### config.mk
export PLATFORM = sky130hd
export DESIGN_NAME = c2d_back_flat
export DESIGN_NICKNAME = d
export VERILOG_FILES = /design/src/hw/rtl/c2d_pkg.sv /design/src/hw/rtl/c2d_stream_if.sv /design/src/hw/rtl/c2d_back.sv /design/src/flat_wrapper.sv
export SDC_FILE = /design/constraint.sdc
export NUM_CORES = 2
export LEC_CHECK = 0
export BUFFER_PORTS_ARGS = -buffer_cell sky130_fd_sc_hd__buf_4
export CORE_ASPECT_RATIO = 0.6
export CORE_MARGIN = 10
export CORE_UTILIZATION = 47
export DETAILED_ROUTE_END_ITERATION = 8
export PLACE_DENSITY = 0.68
export SYNTH_ARGS = -nofsm -noshare
export SYNTH_HDL_FRONTEND = slang
export SYNTH_SLANG_ARGS = --single-unit
### constraint.sdc
create_clock -name clk -period 13.55 [get_ports clk]
set_clock_uncertainty 0.1 [all_clocks]
set_input_delay 4.065 -clock clk [delete_from_list [all_inputs] [get_ports clk]]
set_output_delay 4.065 -clock clk [all_outputs]
set_load 0.03 [all_outputs]
### src/hw/rtl/c2d_pkg.sv
// Shared types, widths and register codes for the 3x3 zero-padded convolution core.
// No dependencies; every other file in hw/rtl except c2d_ram imports this package.
package c2d_pkg;

	localparam int MAX_WIDTH      = 1024;
	localparam int KERNEL_SIZE    = 3;
	localparam int PIXEL_BITS     = 8;
	localparam int COEF_BITS      = 8;

	localparam int COL_BITS       = $clog2(MAX_WIDTH);
	localparam int WIDTH_BITS     = 11;
	localparam int ROW_BITS       = 16;
	localparam int SHIFT_BITS     = 4;
	localparam int KROW_BITS      = KERNEL_SIZE * COEF_BITS;
	localparam int OUT_BITS       = 20;

	// column arithmetic wide enough for position + 2 against the clamped width
	localparam int COLX_BITS      = ((COL_BITS > WIDTH_BITS) ? COL_BITS : WIDTH_BITS) + 2;
	localparam int ROWX_BITS      = ROW_BITS + 2;

	localparam int PROD_BITS      = PIXEL_BITS + COEF_BITS + 1;
	localparam int SUM_BITS       = PROD_BITS + $clog2(KERNEL_SIZE * KERNEL_SIZE);
	localparam int ENTRY_BITS     = 2 * PIXEL_BITS;

	localparam int QUEUE_DEPTH    = 4;
	localparam int QPTR_BITS      = $clog2(QUEUE_DEPTH);
	localparam int QCNT_BITS      = $clog2(QUEUE_DEPTH + 1);

	localparam int CFG_INDEX_BITS = 3;
	localparam int CFG_DATA_BITS  = KROW_BITS;

	localparam logic [KROW_BITS-1:0]  KROW_TOP_RST = '0;
	localparam logic [KROW_BITS-1:0]  KROW_MID_RST = KROW_BITS'(256);
	localparam logic [KROW_BITS-1:0]  KROW_BOT_RST = '0;
	localparam logic [WIDTH_BITS-1:0] WIDTH_RST    = WIDTH_BITS'(1024);
	localparam logic [ROW_BITS-1:0]   HEIGHT_RST   = ROW_BITS'(1024);
	localparam logic [SHIFT_BITS-1:0] SHIFT_RST    = '0;

	typedef enum logic [CFG_INDEX_BITS-1:0] {
		REG_KERNEL_TOP   = 3'd0,
		REG_KERNEL_MID   = 3'd1,
		REG_KERNEL_BOT   = 3'd2,
		REG_IMAGE_WIDTH  = 3'd3,
		REG_IMAGE_HEIGHT = 3'd4,
		REG_RESULT_SHIFT = 3'd5
	} reg_index_t;

	typedef enum logic {
		KIND_PIXEL = 1'b0,
		KIND_DRAIN = 1'b1
	} kind_t;

	// element 0 is the row two above, 1 the row above, 2 the current row
	typedef logic [KERNEL_SIZE-1:0][PIXEL_BITS-1:0] column_t;

	// one classified item, handed from the front to the back
	typedef struct packed {
		column_t                col;
		column_t                spec;
		logic                   gate;
		logic                   row_start;
		logic                   frame_last;
		logic                   h1_load;
		logic [KERNEL_SIZE-1:0] rmask;
		logic [KERNEL_SIZE-1:0] cmask;
	} col_word_t;

	typedef struct packed {
		logic [WIDTH_BITS-1:0] width;
		logic [ROW_BITS-1:0]   height;
		logic                  restart;
	} geom_t;

	// krows[0] is the top kernel row
	typedef struct packed {
		logic [KERNEL_SIZE-1:0][KROW_BITS-1:0] krows;
		logic [SHIFT_BITS-1:0]                 shift;
		logic                                  restart;
	} arith_cfg_t;

endpackage

### src/hw/rtl/c2d_stream_if.sv


interface c2d_out_if import c2d_pkg::*; ();
	logic                       valid;
	logic                       ready;
	logic signed [OUT_BITS-1:0] out_pixel;
	logic                       frame_last;

	modport source (output valid, output out_pixel, output frame_last, input ready);
	modport sink   (input valid, input out_pixel, input frame_last, output ready);
endinterface

### src/hw/rtl/c2d_back.sv
// Back end: window registers, nine-tap multiply, adder tree, shift and output register.
// Depends on c2d_pkg and c2d_stream_if; drains c2d_queue.
module c2d_back import c2d_pkg::*; (
	input  logic                 clk,
	input  logic                 arst_n,
	input  arith_cfg_t           acfg,
	input  col_word_t            head,
	input  logic [QCNT_BITS-1:0] queue_count,
	output logic                 pop,
	c2d_out_if.source            results
);
	column_t                    win0_q, win1_q, w1_eff, c2;
	column_t                    cols [KERNEL_SIZE];
	logic signed [PROD_BITS-1:0] prod_c  [KERNEL_SIZE][KERNEL_SIZE];
	logic signed [PROD_BITS-1:0] prod_s1 [KERNEL_SIZE][KERNEL_SIZE];
	logic signed [SUM_BITS-1:0]  rsum_c  [KERNEL_SIZE];
	logic signed [SUM_BITS-1:0]  rsum_s2 [KERNEL_SIZE];
	logic signed [SUM_BITS-1:0]  total;
	logic                        valid_s1, valid_s2, out_valid_q;
	logic                        fl_s1, fl_s2, out_fl_q;
	logic signed [OUT_BITS-1:0]  out_pixel_q;
	logic                        head_valid, adv1, adv2, adv_out;

	assign adv_out    = !out_valid_q || results.ready;
	assign adv2       = !valid_s2 || adv_out;
	assign adv1       = !valid_s1 || adv2;
	assign head_valid = (queue_count != '0);
	assign pop        = head_valid && adv1;

	always_comb begin
		w1_eff  = head.h1_load ? head.spec : win1_q;
		c2      = head.row_start ? '0 : head.col;
		cols[0] = win0_q;
		cols[1] = w1_eff;
		cols[2] = c2;
	end

	// tap (dy, dx) meets the kernel coefficient mirrored in both axes
	for (genvar dy = 0; dy < KERNEL_SIZE; dy++) begin : g_row
		for (genvar dx = 0; dx < KERNEL_SIZE; dx++) begin : g_col
			logic signed [COEF_BITS-1:0] coef;
			logic signed [PROD_BITS-1:0] prod;
			assign coef = $signed(acfg.krows[KERNEL_SIZE-1-dy]
				[COEF_BITS*(KERNEL_SIZE-1-dx) +: COEF_BITS]);
			assign prod = $signed({1'b0, cols[dx][dy]}) * coef;
			assign prod_c[dy][dx] = (head.rmask[dy] && head.cmask[dx]) ? prod : '0;
		end
	end

	// window: shift in the new column, clear after the last pixel of a frame or on a size write
	always_ff @(posedge clk or negedge arst_n) begin
		if (!arst_n) begin
			win0_q <= '0;
			win1_q <= '0;
		end else if (acfg.restart) begin
			win0_q <= '0;
			win1_q <= '0;
		end else if (pop) begin
			if (head.gate && head.frame_last) begin
				win0_q <= '0;
				win1_q <= '0;
			end else begin
				if (!head.row_start) begin
					win0_q <= w1_eff;
				end
				win1_q <= head.col;
			end
		end
	end

	always_comb begin
		for (int r = 0; r < KERNEL_SIZE; r++) begin
			rsum_c[r] = '0;
			for (int c = 0; c < KERNEL_SIZE; c++) begin
				rsum_c[r] = rsum_c[r] + SUM_BITS'(prod_s1[r][c]);
			end
		end
		total = '0;
		for (int r = 0; r < KERNEL_SIZE; r++) begin
			total = total + rsum_s2[r];
		end
	end

	always_ff @(posedge clk or negedge arst_n) begin
		if (!arst_n) begin
			valid_s1    <= 1'b0;
			valid_s2    <= 1'b0;
			out_valid_q <= 1'b0;
		end else begin
			if (adv1) begin
				valid_s1 <= pop && head.gate;
			end
			if (adv2) begin
				valid_s2 <= valid_s1;
			end
			if (adv_out) begin
				out_valid_q <= valid_s2;
			end
		end
	end

	always_ff @(posedge clk) begin
		if (adv1) begin
			prod_s1 <= prod_c;
			fl_s1   <= head.frame_last;
		end
		if (adv2) begin
			rsum_s2 <= rsum_c;
			fl_s2   <= fl_s1;
		end
		if (adv_out) begin
			out_pixel_q <= OUT_BITS'(total >>> acfg.shift);
			out_fl_q    <= fl_s2;
		end
	end

	assign results.valid      = out_valid_q;
	assign results.out_pixel  = out_pixel_q;
	assign results.frame_last = out_fl_q;
endmodule

### src/flat_wrapper.sv
// flat-port wrapper written by rule: the top's interface ports become plain ports
module c2d_back_flat import c2d_pkg::*;
  (clk, arst_n, acfg, head, queue_count, pop, results_valid, results_out_pixel, results_frame_last, results_ready);
  c2d_out_if results_i ();
  input  logic clk;
  input  logic arst_n;
  input  arith_cfg_t acfg;
  input  col_word_t head;
  input  logic [QCNT_BITS-1:0] queue_count;
  output logic pop;
  output wire logic [$bits(results_i.valid)-1:0] results_valid;
  output wire logic [$bits(results_i.out_pixel)-1:0] results_out_pixel;
  output wire logic [$bits(results_i.frame_last)-1:0] results_frame_last;
  input wire logic [$bits(results_i.ready)-1:0] results_ready;
  assign results_valid = results_i.valid;
  assign results_out_pixel = results_i.out_pixel;
  assign results_frame_last = results_i.frame_last;
  assign results_i.ready = results_ready;
  c2d_back u_core (.clk(clk), .arst_n(arst_n), .acfg(acfg), .head(head), .queue_count(queue_count), .pop(pop), .results(results_i));
endmodule
Yosys cells after proc, flatten, opt, wreduce, memory -nomap -nowiden
Index checks and enable logic that the tools add are counted.
Word-level totals
  input bits: 141
  flip-flop bits (word level): 290
Cells by class
  $add $sub $neg: 8
  shift operators: 1
  multiplexer cells: 9
  multiply operators: 9
  equal/unequal tests: 1
  reductions and logical operators: 21
Operator list (count)
  $mux W24: 9
  $mul A9 B8 Y17: 9
  $add A18 B17 Y19: 3
  $add A17 B17 Y18: 3
  $add A21 B21 Y21: 2
  $sshr A21 B4 Y20: 1
  $logic_and A1 B1 Y1: 12
  $logic_not A1 Y1: 3
  $logic_or A1 B1 Y1: 3
  $ne A3 B2 Y1 const B: 1
  $reduce_bool A3 Y1: 1
  $reduce_and A2 Y1: 1
  $reduce_bool A2 Y1: 1

Depth between registers and ports, before layout
  depth after elaboration: 7
  gate-level depth with buffers: 24

Least setup slack after synthesis
Ideal clock, no wire load.
  path kind: input-to-output
  from: in results_ready
  to: out pop
  stages on the path: 4
  slack: 0.474 ns
  arrival: 8.911 ns
  cells stage by stage: nor2b_1 > nand3_1 > nand2_1 > inv_1
On the way
  longest elaborated chain between the ends: 4
RTL lines
  from (decl): RTL line flat_wrapper.sv:14  | input wire logic [$bits(results_i.ready)-1:0] results_ready;
  $logic_or A1 B1 Y1: RTL line c2d_back.sv:24  | assign adv_out = !out_valid_q || results.ready;
  $logic_or A1 B1 Y1: RTL line c2d_back.sv:25  | assign adv2 = !valid_s2 || adv_out;
  $logic_or A1 B1 Y1: RTL line c2d_back.sv:26  | assign adv1 = !valid_s1 || adv2;
  $logic_and A1 B1 Y1: RTL line c2d_back.sv:28  | assign pop = head_valid && adv1;
  to (decl): RTL line flat_wrapper.sv:10  | output logic pop;
No other way between the ends.

Worst setup path after layout
Same ends and word-level chain as after synthesis.

==> results.py <==
metrics = {
    "outcome": {
        "status": "finished, final reports clean",
    },
    "synthesis": {
        "ys_ff_latch": 284,
        "yosys_warnings": 0,
        "ys_seq_area_frac": 0.2351,
        "avgSynthCellArea_um2": 10.01,
        "syn_area_um2": 35190,
        "netlist_instances": 3517,
        "syn_nets": 4522,
        "synth-async-reset-ratio": 0.1796,
        "ys.flop_type": "edfxtp_1",
        "synth_edf_count": 233,
        "yosysUniqueCellTypes": 75,
    },
    "drt": {
        "drc": 0,
        "viasPerCell": 5.276,
        "drt_iter0_markers": 1983,
        "detail_route.wl_per_cell_um": 18.64,
        "antenna_left": 0,
        "totalWireLength_um": 87120,
        "num_vias": 24658,
        "drt_first_pass_iters": 6,
    },
    "worst_setup_path": {
        "cp_common_cell": "buf_4",
        "cp.arrival_ns": 5.80,
        "start_kind": "primary input",
        "cp_cell_sequence": "buf_4, nor2b_1, nand3_4, nand2_1, inv_1, buf_4",
        "cp_max_fo": 45,
        "required_ns": 9.38,
        "critPathMaxStageDelay_ns": 0.59,
        "path_class": "primary input to output port",
        "cp.buffers_inverters": 3,
        "crit_path_top_delay_cell": "nand3_4",
        "cp-end-kind": "output port",
        "critical_path.top_delay_family": "simple AND/OR/NAND/NOR gates",
    },
    "clock_tree": {
        "root_buffer": "clkbuf_16",
        "cts-buffers-inserted": 31,
        "htreeDepth": 1,
        "cts_tree": "built",
        "clock-sinks": 284,
        "path_clk_slew_ns": 0.06,
        "ctsHoldBuffers": 0,
        "cts_resized": 0,
        "insertion_delay_ns": 0.62,
        "postCtsSetupBuffers": 0,
        "cts_buffer_depth": 3,
    },
    "power": {
        "switchingPower_uw": 3233,
        "p_seq_frac": 0.212,
        "pwr-share-comb": 0.655,
        "powerDensity_nw_per_um2": 180.5,
        "peakVddDrop_mv": 0.2270,
        "p_leak_uw": 0.01901,
        "clockPowerShare": 0.133,
        "internal_power_uw": 3733,
        "swShare": 0.4641,
    },
    "sta": {
        "hold_slack_ns": 0.3227,
        "worst_slew_pin_slew_ns": 0.9600,
        "fin_crit_ns": 9.960,
        "setup_violations": 0,
        "fmax_mhz": 100.4,
        "slew_viol_final": 0,
        "fin_setup_tns_ns": 0,
        "finalCritPeriodShare": 0.7351,
        "timing.final.hold_violations": 0,
        "relSlewSlack": 0.3417,
        "rsz0062_at_grt": "false",
    },
    "grt": {
        "grtUsageTotal": 0.2035,
        "grt_max_degree": 75,
        "grt_pass1_wl_um": 142100,
        "grt_pass1_vias": 25261,
        "grt_overflow": 0,
        "antenna_found_initial": 4,
    },
    "floorplanning": {
        "start_util": 0.4762,
        "die_x_um": 373.3,
        "die-area_um2": 86580,
        "core_area_um2": 73890,
        "fp.dieH_um": 232.0,
        "io_pins": 164,
        "row_count": 77,
    },
    "placed_design": {
        "hpwl_um": 71230,
        "finalWeightedCongestion": 0.8802,
        "placed_area_um2": 37500,
        "portBuffers": 163,
    },
    "cells_and_area": {
        "syn_to_final_growth_pct": 9.685,
        "nets": 4664,
        "drive_above_1_share": 0.07166,
        "fin_area_um2": 38600,
        "fillers": 6653,
    },
    "hold_path": {
        "hold_path_class": "flip-flop to flip-flop",
    },
    "job": {
        "max-cap-violations": 0,
    },
}
## cell usage in the layout, fill, tap and decap left out, types with 25 or more instances in the layout
master       n
nand2_1    208
nor2b_1    171
clkbuf_16   31
a21o_1      41
ha_1       457
nor2_1     182
dfrtp_1     51
mux2i_1     45
a21oi_1     97
xnor2_1     81
fa_1       407
a22o_1      25
edfxtp_1   233
nand2b_1    60
nor3_1      56
xor2_1      51
buf_4      171
nand3_1     33
and2_1     290
inv_1      574
o21ai_0     88
o31ai_1     28
and3_1      56
## metal layers
metal,part of all wire,GRT usage,up-vias
met5,0,0,-
met4,0.014,0.02898,0
met3,0.082,0.04332,69
met2,0.38,0.2763,744
met1,0.53,0.3285,11929
li1,-,-,11916
## path summary, 6_finish.rpt
check | start | to | slack, ns | depth (start not counted)
min in group asynchronous | arst_n | u_core.win1_q[4] | 3.45 | 1
setup / recovery | results_ready | pop | 3.59 | 6
setup reg to reg | u_core.win1_q[12] | u_core.prod_s1[84] | 7.89 | 22
hold reg to reg | u_core.fl_s2 | u_core.results.frame_last | 0.32 | 0
max in group asynchronous | arst_n | u_core.cols[70] | 9.30 | 1
hold / removal | u_core.fl_s2 | u_core.results.frame_last | 0.32 | 0
## cells by family (layout without fill, tap and decap cells)
| logic type | after synthesis | after routing | synth area share |
|---|---|---|---|
| simple gates | 1119 | 1119 | 0.1689 |
| fa+ha+maj | 864 | 864 | 0.3940 |
| buf+inv | 637 | 804 | 0.06834 |
| compound gates | 421 | 421 | 0.08228 |
| flops | 284 | 284 | 0.2351 |
| xor+xnor | 132 | 132 | 0.03285 |
| mux | 60 | 60 | 0.01856 |
| other cells | 0 | 3 | 0 |
## sequential cells by signal (all words and copies together) (netlist names)
register and flops:
u_core.prod_s1 153, u_core.rsum_s2 57, u_core.cols 24, u_core.win1_q 24
u_core.results.out_pixel 20, u_core.fl_s1 1, u_core.fl_s2 1, u_core.results.frame_last 1
u_core.results.valid 1, u_core.valid_s1 1, u_core.valid_s2 1
## cell usage after synthesis, types with 60 or more instances
cell type  instances  area (µm²)
a21oi_1           97       485.5
and2_1           290        1814
edfxtp_1         233        6997
fa_1             407        8148
ha_1             457        5718
inv_1            574        2155
nand2_1          209       784.5
nand2b_1          60       375.4
nor2_1           184       690.7
nor2b_1          171        1070
o21ai_0           88       440.4
xnor2_1           81       709.4
## power by group through the flow
| stage | sequential [µW] | clock (µW) | combinational [µW] |
|---|---|---|---|
| after floorplan | 1490 | 0 | 3340 |
| after global placement | 1500 | 0 | 4430 |
| after detailed placement | 1500 | 0 | 4480 |
| after CTS | 1480 | 945 | 4530 |
| after global routing | 1510 | 984 | 5130 |
| final | 1480 | 925 | 4560 |
## area by class of cell
class,count,area (µm²),share of cell area
Multi-Input combinational cell,2596,24550,0.6361
Sequential cell,284,8273,0.2143
Inverter,575,2158,0.05592
Timing Repair Buffer,171,1284,0.03326
Tap cell,987,1235,0.03199
Clock buffer,31,775.7,0.02010
Clock inverter,27,314.1,0.008136
Antenna cell,3,7.507,0.0001945
## through the flow
step / power, µW / utilization / cells / setup WS, ns
5_1_grt: 7616 / 0.5223 / 4673 / 3.428
3_5_place_dp: 5975 / 0.5075 / 4613 / 3.548
6_report: 6966 / 0.5223 / 4674 / 3.590
4_1_cts: 6953 / 0.5222 / 4671 / 3.542
3_3_place_gp: 5931 / 0.5075 / 4613 / 3.595
2_1_floorplan: 4824 / - / 3517 / 0.4744
No activity file was read; power rests on OpenSTA's default activity.
