`src/hw/rtl/c2d_pkg.sv`:
```
// Shared types, widths and register codes for the 3x3 zero-padded convolution core.
// No dependencies; every other file in hw/rtl except c2d_ram imports this package.
package c2d_pkg;

	localparam int MAX_WIDTH      = 1024;
	localparam int KERNEL_SIZE    = 3;
	localparam int PIXEL_BITS     = 8;
	localparam int COEF_BITS      = 8;

	localparam int COL_BITS       = $clog2(MAX_WIDTH);
	localparam int WIDTH_BITS     = 11;
	localparam int ROW_BITS       = 16;
	localparam int SHIFT_BITS     = 4;
	localparam int KROW_BITS      = KERNEL_SIZE * COEF_BITS;
	localparam int OUT_BITS       = 20;

	// column arithmetic wide enough for position + 2 against the clamped width
	localparam int COLX_BITS      = ((COL_BITS > WIDTH_BITS) ? COL_BITS : WIDTH_BITS) + 2;
	localparam int ROWX_BITS      = ROW_BITS + 2;

	localparam int PROD_BITS      = PIXEL_BITS + COEF_BITS + 1;
	localparam int SUM_BITS       = PROD_BITS + $clog2(KERNEL_SIZE * KERNEL_SIZE);
	localparam int ENTRY_BITS     = 2 * PIXEL_BITS;

	localparam int QUEUE_DEPTH    = 4;
	localparam int QPTR_BITS      = $clog2(QUEUE_DEPTH);
	localparam int QCNT_BITS      = $clog2(QUEUE_DEPTH + 1);

	localparam int CFG_INDEX_BITS = 3;
	localparam int CFG_DATA_BITS  = KROW_BITS;

	localparam logic [KROW_BITS-1:0]  KROW_TOP_RST = '0;
	localparam logic [KROW_BITS-1:0]  KROW_MID_RST = KROW_BITS'(256);
	localparam logic [KROW_BITS-1:0]  KROW_BOT_RST = '0;
	localparam logic [WIDTH_BITS-1:0] WIDTH_RST    = WIDTH_BITS'(1024);
	localparam logic [ROW_BITS-1:0]   HEIGHT_RST   = ROW_BITS'(1024);
	localparam logic [SHIFT_BITS-1:0] SHIFT_RST    = '0;

	typedef enum logic [CFG_INDEX_BITS-1:0] {
		REG_KERNEL_TOP   = 3'd0,
		REG_KERNEL_MID   = 3'd1,
		REG_KERNEL_BOT   = 3'd2,
		REG_IMAGE_WIDTH  = 3'd3,
		REG_IMAGE_HEIGHT = 3'd4,
		REG_RESULT_SHIFT = 3'd5
	} reg_index_t;

	typedef enum logic {
		KIND_PIXEL = 1'b0,
		KIND_DRAIN = 1'b1
	} kind_t;

	// element 0 is the row two above, 1 the row above, 2 the current row
	typedef logic [KERNEL_SIZE-1:0][PIXEL_BITS-1:0] column_t;

	// one classified item, handed from the front to the back
	typedef struct packed {
		column_t                col;
		column_t                spec;
		logic                   gate;
		logic                   row_start;
		logic                   frame_last;
		logic                   h1_load;
		logic [KERNEL_SIZE-1:0] rmask;
		logic [KERNEL_SIZE-1:0] cmask;
	} col_word_t;

	typedef struct packed {
		logic [WIDTH_BITS-1:0] width;
		logic [ROW_BITS-1:0]   height;
		logic                  restart;
	} geom_t;

	// krows[0] is the top kernel row
	typedef struct packed {
		logic [KERNEL_SIZE-1:0][KROW_BITS-1:0] krows;
		logic [SHIFT_BITS-1:0]                 shift;
		logic                                  restart;
	} arith_cfg_t;

endpackage

```
`src/hw/rtl/c2d_queue.sv`:
```
// Short queue of classified column words between front and back.
// Depends on c2d_pkg.
module c2d_queue import c2d_pkg::*; (
	input  logic                 clk,
	input  logic                 arst_n,
	input  logic                 push,
	input  col_word_t            push_word,
	input  logic                 pop,
	output col_word_t            head,
	output logic [QCNT_BITS-1:0] count
);
	col_word_t              slots_q [QUEUE_DEPTH];
	logic [QPTR_BITS-1:0]   wr_ptr_q, rd_ptr_q;
	logic [QCNT_BITS-1:0]   count_q;

	always_ff @(posedge clk) begin
		if (push) begin
			slots_q[wr_ptr_q] <= push_word;
		end
	end

	always_ff @(posedge clk or negedge arst_n) begin
		if (!arst_n) begin
			wr_ptr_q <= '0;
			rd_ptr_q <= '0;
			count_q  <= '0;
		end else begin
			if (push) begin
				wr_ptr_q <= (wr_ptr_q == QPTR_BITS'(QUEUE_DEPTH - 1)) ? '0
					: wr_ptr_q + QPTR_BITS'(1);
			end
			if (pop) begin
				rd_ptr_q <= (rd_ptr_q == QPTR_BITS'(QUEUE_DEPTH - 1)) ? '0
					: rd_ptr_q + QPTR_BITS'(1);
			end
			count_q <= count_q + QCNT_BITS'(push) - QCNT_BITS'(pop);
		end
	end

	assign head  = slots_q[rd_ptr_q];
	assign count = count_q;

	a_no_overflow: assert property (@(posedge clk) disable iff (!arst_n)
		push |-> (count_q < QCNT_BITS'(QUEUE_DEPTH)))
		else $error("column queue overflow");

	a_no_underflow: assert property (@(posedge clk) disable iff (!arst_n)
		pop |-> (count_q != '0))
		else $error("column queue popped while empty");
endmodule

```
`config.mk`:
```
export PLATFORM = sky130hd
export DESIGN_NAME = c2d_queue
export DESIGN_NICKNAME = d
export VERILOG_FILES = /design/src/hw/rtl/c2d_pkg.sv /design/src/hw/rtl/c2d_queue.sv
export SDC_FILE = /design/constraint.sdc
export NUM_CORES = 1
export LEC_CHECK = 0
export BUFFER_PORTS_ARGS = -buffer_cell sky130_fd_sc_hd__buf_2
export CAP_MARGIN = 5
export CORE_ASPECT_RATIO = 1.4
export CORE_MARGIN = 3
export CORE_UTILIZATION = 61
export DETAILED_ROUTE_END_ITERATION = 10
export PLACE_DENSITY = 0.95
export SETUP_SLACK_MARGIN = 0.05
export SLEW_MARGIN = 30
export SYNTH_ARGS = -nofsm -noshare
export SYNTH_HDL_FRONTEND = slang
export SYNTH_SLANG_ARGS = --single-unit
```
`constraint.sdc`:
```
create_clock -name clk -period 4.5 [get_ports clk]
set_input_delay 0.675 -clock clk [delete_from_list [all_inputs] [get_ports clk]]
set_output_delay 0.675 -clock clk [all_outputs]
set_load 0.1 [all_outputs]
```
Yosys cells after proc, flatten, opt, wreduce, memory -nomap -nowiden
Memories as Yosys holds them, arrays and structs flattened.
Index checks and enable logic that the tools add are counted.

word-level totals
  output and inout port bits = 61
  bits of input ports = 62
  register bits = 7
  RAM bits = 232
  memories = 1

memory list
  memory   depth  width  rd ports  clocked after memory_dff  wr ports  RTL line         text
  slots_q  4      58     1         0                         1         c2d_queue.sv:12  col_word_t slots_q [QUEUE_DEPTH];

cells by class
  equality and inequality tests = 2
  mux-type cells = 4
  $add $sub $neg = 4

operators by type and width
  kind                                         number
  adder 2 x 1 -> 2 bit, second input constant  2
  == test 2 bit, second input constant         2
  2-to-1 mux 2 bit                             2
  adder 3 x 1 -> 3 bit                         1
  subtractor 3 x 1 -> 3 bit                    1
  2-to-1 mux 1 bit                             2

Depth between registers and ports, before layout
Gate-level depths: netlist of the first run.

  word-level depth = 2
  depth in mapped cells = 8
  gate-level depth less buffers = 8

Least setup slack after synthesis of the first run
OpenSTA, ideal clock, no wires.

  kind = input to register
  start point = input port push
  end point = memory slots_q[0][0] (netlist bit), enable pin
  stages = 1
  data arrival time = 2.048 ns
  path buffers = 0
  data required time = 4.078 ns
  setup slack = 2.030 ns
  cells stage by stage = and2_1

on the way
  cells in the longest elaborated chain, start to end = 2

RTL lines
  what                                    RTL line         text
  start, declared                         c2d_queue.sv:6   input logic push,
  2-to-1 mux 1 bit                        c2d_queue.sv:17  if (push) begin
  2-to-1 mux 1 bit (not written as such)  c2d_queue.sv:18  slots_q[wr_ptr_q] <= push_word;
  end, declared                           c2d_queue.sv:12

Every way passes these cells.

==> out/results.txt, run 1 <==
Outcome: completed
Top cell type's share of synthesized area: 78.8%
Max Fclk: 299 MHz
Crit-path cells: buf_4, mux4_2, buf_2
Post-CTS sizing: 0
Largest stage delay on the critical path: 0.97 ns
Worst EP arrival: 2.67 ns
Clk_skew: 0.0146 ns
Fillers: 803
WP data required: 3.83 ns
Starting Density: 63.0%
Slew headroom: 39.0%
Clk sinks: 239
Layout cells sized above 1: 46.2%
Path type of the worst min-delay path: input port to async pin
Critical path buffer and inverter count: 2
Most area-consuming cells after synthesis: edfxtp_1, mux4_2, dfrtp_1, buf_12, ha_1
DRC viols: 0
Vias per Instance: 5.85
Top cell type by total area after synthesis: edfxtp_1
Setup violations, final: 0
PortBufs: 122
Asr flop ratio synth: 2.93%
R2r startpoint: wr_ptr_q[0]
Initial DRC Count: 187
Core area: 14,000 um2
Antenna violations before repair: 1
Crit-path slowest cell: dfrtp_2
Most common cell after layout, fill and taps aside: edfxtp_1
Min Clock Period, post-route: 3.35 ns
Post-synth EDFFs: 232
Area grow syn2layout: 16.3%
Pin count of the biggest net entering global routing: 41
CTS tree: done
Worst-Margin Slew: 0.915 ns
RSZ-0062 raised after global routing: false
Worst-skew pair later-pin latency: 0.48 ns
Distinct cells, synth: 17
Post-route ant nets: 0
Postcts setup bufs: 0
Hold-fix buffers, CTS: 0
Worst setup SP type: flip-flop
Die Wd: 108 um
CP Launch Point: rd_ptr_q[1]
Vias: 3,939
Final count of pins violating max slew: 0
Hold Fails Final Rpt: 0
Ys Warns: 0
Row cnt: 51
CTS Buf Count: 20
HPWL after DPL: 9.61 mm
# IOs: 123
Wire per inst: 24.2 um
Pre-antenna DRT Iters: 4
CTS Buffer Depth: 3
First-pass GRT wire length: 24.8 mm
DIE HEIGHT: 148 um
Nets: 544
Delay-heaviest family, CP: flip-flops
Total wire length: 16.3 mm
Post-synthesis net count: 408
Final GP Congestion: 0.764
Max-Cap Viols: 0
Vias in the first global route: 4,165
CTS root buffer: clkbuf_16
Syn avg cell area: 26.2 um2
Die ar.: 16,000 um2
Sequential element share of the synthesized area: 80.8%
Finished Core Util: 73.2%
Mapped Cells: 338
CTS H-tree lvls: 1
Setup TNS: 0 ns
Reg clk slew, reported paths: 0.07 ns
CP Capture Type: output pin
Worst Path Max Fanout: 38
Most frequent cells in the layout: edfxtp_1, buf_2, mux4_2
Ys flop type: edfxtp_1
Tot GR Track Use: 21.0%
Crit share post-route: 74.4%
Kind of critical path: flip-flop to output pin
Overflow after GRT: 0
Synthesized flop and latch total: 239
Syn Std Cell Area: 8840 um2
cells by family after synthesis:
family                     Yosys count  share of synthesized area, %
buffers and inverters               20                          2.19
DFF                                239                          80.8
muxes                               60                          15.0
xor gates and xnor gates             2                         0.198
AOI/OAI and AO/OA                    2                         0.113
and+or+nand+nor                      7                         0.467
adders and majority gates            8                          1.22
worst paths after layout:
check	to	slack, ns	cells past startpoint
max	head[18]	1.15	3
min	count[2]	0.02	1
max reg2reg	slots_q[0][13]	2.51	4
min reg2reg	count[2]	0.55	1
max in group asynchronous	rd_ptr_q[0]	4.28	1
min in group clk	slots_q[2][54]	0.41	1
layout make-up:
cell class	count	area [um2]	share of cell area, %
well taps	185	231	2.25
clock inverters	12	159	1.55
flip-flops and latches	239	7150	69.5
repair buffers	128	668	6.50
clock buffers	23	533	5.19
diodes	1	2.50	0.0243
multi-input cells	79	1520	14.7
inverters	6	22.5	0.219
registers in the layout, summed over array words and instances, names as in the netlist:
name and flops:
count 3, rd_ptr_q 2, slots_q 232, wr_ptr_q 2
metal layers:
| metal | GRT usage (%) | wire [um] | vias to the layer above | share of wire [%] |
|---|---|---|---|---|
| met1 | 27.9 | 6070 | 2061 | 37 |
| met5 | 0 | 0 | - | 0 |
| met2 | 36.6 | 9090 | 144 | 56 |
| met4 | 6.82 | 391 | 0 | 2.4 |
| li1 | - | - | 1708 | - |
| met3 | 2.52 | 764 | 26 | 4.7 |
Yosys cell counts (2+ instances only):
library cell    n
buf_2           5
buf_4           2
mux2_2          2
edfxtp_1      232
dfrtp_1         7
mux4_2         58
xnor2_1         2
o21ai_0         2
inv_1           6
buf_12          6
ha_1            7
and2_1          4
metrics by stage:
step	instances	setup slack (ns)	hold WS, ns	cell area, um2
2_1_floorplan	338	2.03	0.379	8840
3_3_place_gp	637	1.69	0.518	9580
3_5_place_dp	637	1.66	0.526	9580
4_1_cts	672	1.14	0.0105	10300
5_1_grt	673	1.06	0.0159	10300
6_report	673	1.15	0.0221	10300
Power of run 1 is left out: the tool's default activity adds up to more than one toggle a clock period on the data nets, which glitch-free logic cannot reach.
==> run 2, diff against run 1 <==
--- a/config.mk
+++ b/config.mk
@@ -5,13 +5,14 @@
 export SDC_FILE = /design/constraint.sdc
 export NUM_CORES = 1
 export LEC_CHECK = 0
+export ABC_AREA = 1
 export BUFFER_PORTS_ARGS = -buffer_cell sky130_fd_sc_hd__buf_2
 export CAP_MARGIN = 5
 export CORE_ASPECT_RATIO = 1.4
 export CORE_MARGIN = 3
-export CORE_UTILIZATION = 61
+export CORE_UTILIZATION = 58
 export DETAILED_ROUTE_END_ITERATION = 10
-export PLACE_DENSITY = 0.95
+export PLACE_DENSITY = 0.92
 export SETUP_SLACK_MARGIN = 0.05
 export SLEW_MARGIN = 30
 export SYNTH_ARGS = -nofsm -noshare
==> constraint.sdc (replaced) <==
create_clock -name clk -period 3.1 [get_ports clk]
set_input_delay 0.465 -clock clk [delete_from_list [all_inputs] [get_ports clk]]
set_output_delay 0.465 -clock clk [all_outputs]
set_load 0.1 [all_outputs]
==> out/results.txt, run 2 <==
Largest reg by FF count: slots_q
WP data required: 2.63 ns
Ys Warns: 0
Most frequent cells in the layout: nand2_1, inv_1, edfxtp_1
Vias: 6,779
Most area-consuming cells after synthesis: edfxtp_1, nand2_1, inv_1, nand3_1, dfrtp_1
Syn Std Cell Area: 10,200 um2
Kind of critical path: flip-flop to output pin
Tot GR Track Use: 21.6%
First-pass GRT wire length: 33.1 mm
Area grow syn2layout: 16.0%
Total wire length: 21.0 mm
Worst setup SP type: flip-flop
Syn avg cell area: 10.6 um2
Vias per Instance: 5.09
Crit-path cells: inv_4, buf_4, nand2_1, nand3_1, nand2_1, buf_2
Clk_skew: 0.00945 ns
Post-synthesis net count: 1,028
Pin count of the biggest net entering global routing: 65
Overflow after GRT: 0
CTS Buffer Depth: 3
Row cnt: 56
Max Fclk: 364 MHz
CP Launch Point: rd_ptr_q[0]
Delay-heaviest family, CP: buffers and inverters
Min Clock Period, post-route: 2.75 ns
Hold path startpoint: push_word[23]
Wire per inst: 15.7 um
Most frequent cell after synthesis: nand2_1
Starting Density: 59.9%
Finished Core Util: 69.5%
Max-Cap Viols: 0
Worst-skew pair later-pin latency: 0.51 ns
Die Wd: 118 um
CP Capture Type: output pin
Antenna violations before repair: 6
Setup TNS: 0 ns
Pre-antenna DRT Iters: 5
CTS root buffer: clkbuf_16
Ys flop type: edfxtp_1
DIE HEIGHT: 163 um
Path type of the worst min-delay path: input port to flip-flop
Top cell by count, worst path: nand2_1
DRC viols: 0
Crit-path slowest cell: dfrtp_4
Mapped Cells: 958
Nets: 1,152
Slew headroom: 51.8%
Final count of pins violating max slew: 0
Top cell type's share of synthesized area: 68.6%
Critical path buffer and inverter count: 3
PortBufs: 122
RSZ-0062 raised after global routing: false
Sequential element share of the synthesized area: 70.3%
Vias in the first global route: 7,049
HPWL after DPL: 12.7 mm
Layout cells sized above 1: 16.3%
Post-route ant nets: 0
Most common cell after layout, fill and taps aside: nand2_1
Top cell type by total area after synthesis: edfxtp_1
R2r setup slk: 1.27 ns
Clk sinks: 239
Die ar.: 19,200 um2
# IOs: 123
Largest register FFs: 232
Outcome: completed
Worst-Margin Slew: 0.723 ns
Worst hold margin: 0.174 ns
Core area: 17,000 um2
R2r startpoint: wr_ptr_q[0]
Crit share post-route: 88.7%
Final GP Congestion: 0.771
Reg clk slew, reported paths: 0.07 ns
CTS tree: done
Initial DRC Count: 478
Worst Path Max Fanout: 33
Synth cell count leaders: nand2_1, inv_1, edfxtp_1
CTS Buf Count: 22
Hold Fails Final Rpt: 0
Worst EP arrival: 2.28 ns
Distinct cells, synth: 17
Post-synth EDFFs: 232
Setup violations, final: 0
CTS H-tree lvls: 1
Largest stage delay on the critical path: 0.54 ns
Synthesized flop and latch total: 239
Asr flop ratio synth: 2.93%
Postcts setup bufs: 0
==> run 2: cell count changes in the layout (fill, tap and decap cells not counted), moves of 5 or more <==
cell and delta:
nand2_1 +302, inv_2 +5, inv_1 +235, mux4_2 -58
buf_12 +5, nand3_1 +117
==> run 2: area by class of cell <==
class	instances	area [um2]
flip-flops and latches	239	7150
fillers	1163	5180
multi-input cells	434	1860
inverters	247	930
repair buffers	138	808
clock buffers	25	583
well taps	232	290
clock inverters	15	156
diodes	3	7.51
==> run 2: metal layers <==
| metal | GRT usage [%] | wire (um) |
|---|---|---|
| met1 | 24.5 | 7690 |
| met2 | 38.8 | 11000 |
| met3 | 3.61 | 1280 |
| met4 | 12.3 | 915 |
| met5 | 0 | 47 |
==> run 2: stage by stage <==
step | worst slack, ns | cell area [um2] | std cells
finish | 0.351 | 11800 | 1333
global route | 0.261 | 11800 | 1333
detailed placement | 0.936 | 11000 | 1289
global placement | 0.974 | 11000 | 1289
floorplan | 0.898 | 10200 | 958
CTS | 0.345 | 11800 | 1330
==> run 2: final timing paths <==
kind / end / cells after the start
min: slots_q[2][23] / 1
max reg2reg: slots_q[2][46] / 5
min reg2reg: wr_ptr_q[0] / 3
min in group asynchronous: rd_ptr_q[1] / 2
max: head[12] / 6
max in group asynchronous: rd_ptr_q[0] / 2
==> run 2: kinds of logic (layout without fill, tap and decap cells) <==
| kind of cell | count (synthesis) | in the layout | synth area share [%] |
|---|---|---|---|
| buf+inv | 285 | 425 | 11.4 |
| fa+ha+maj | 8 | 8 | 1.06 |
| flops | 239 | 239 | 70.3 |
| simple gates | 422 | 422 | 17.0 |
| compound gates | 4 | 4 | 0.197 |
| other cells | 0 | 3 | 0 |
==> run 2: repair_timing <==
| action | CTS | global route |
|---|---|---|
| hold buffers | 1 | 0 |
| endpoints found under the hold margin | 7 | 0 |
| setup endpoints to repair | 0 | 0 |
| resized for setup | 0 | 0 |
Power of run 2 is left out for the same reason.
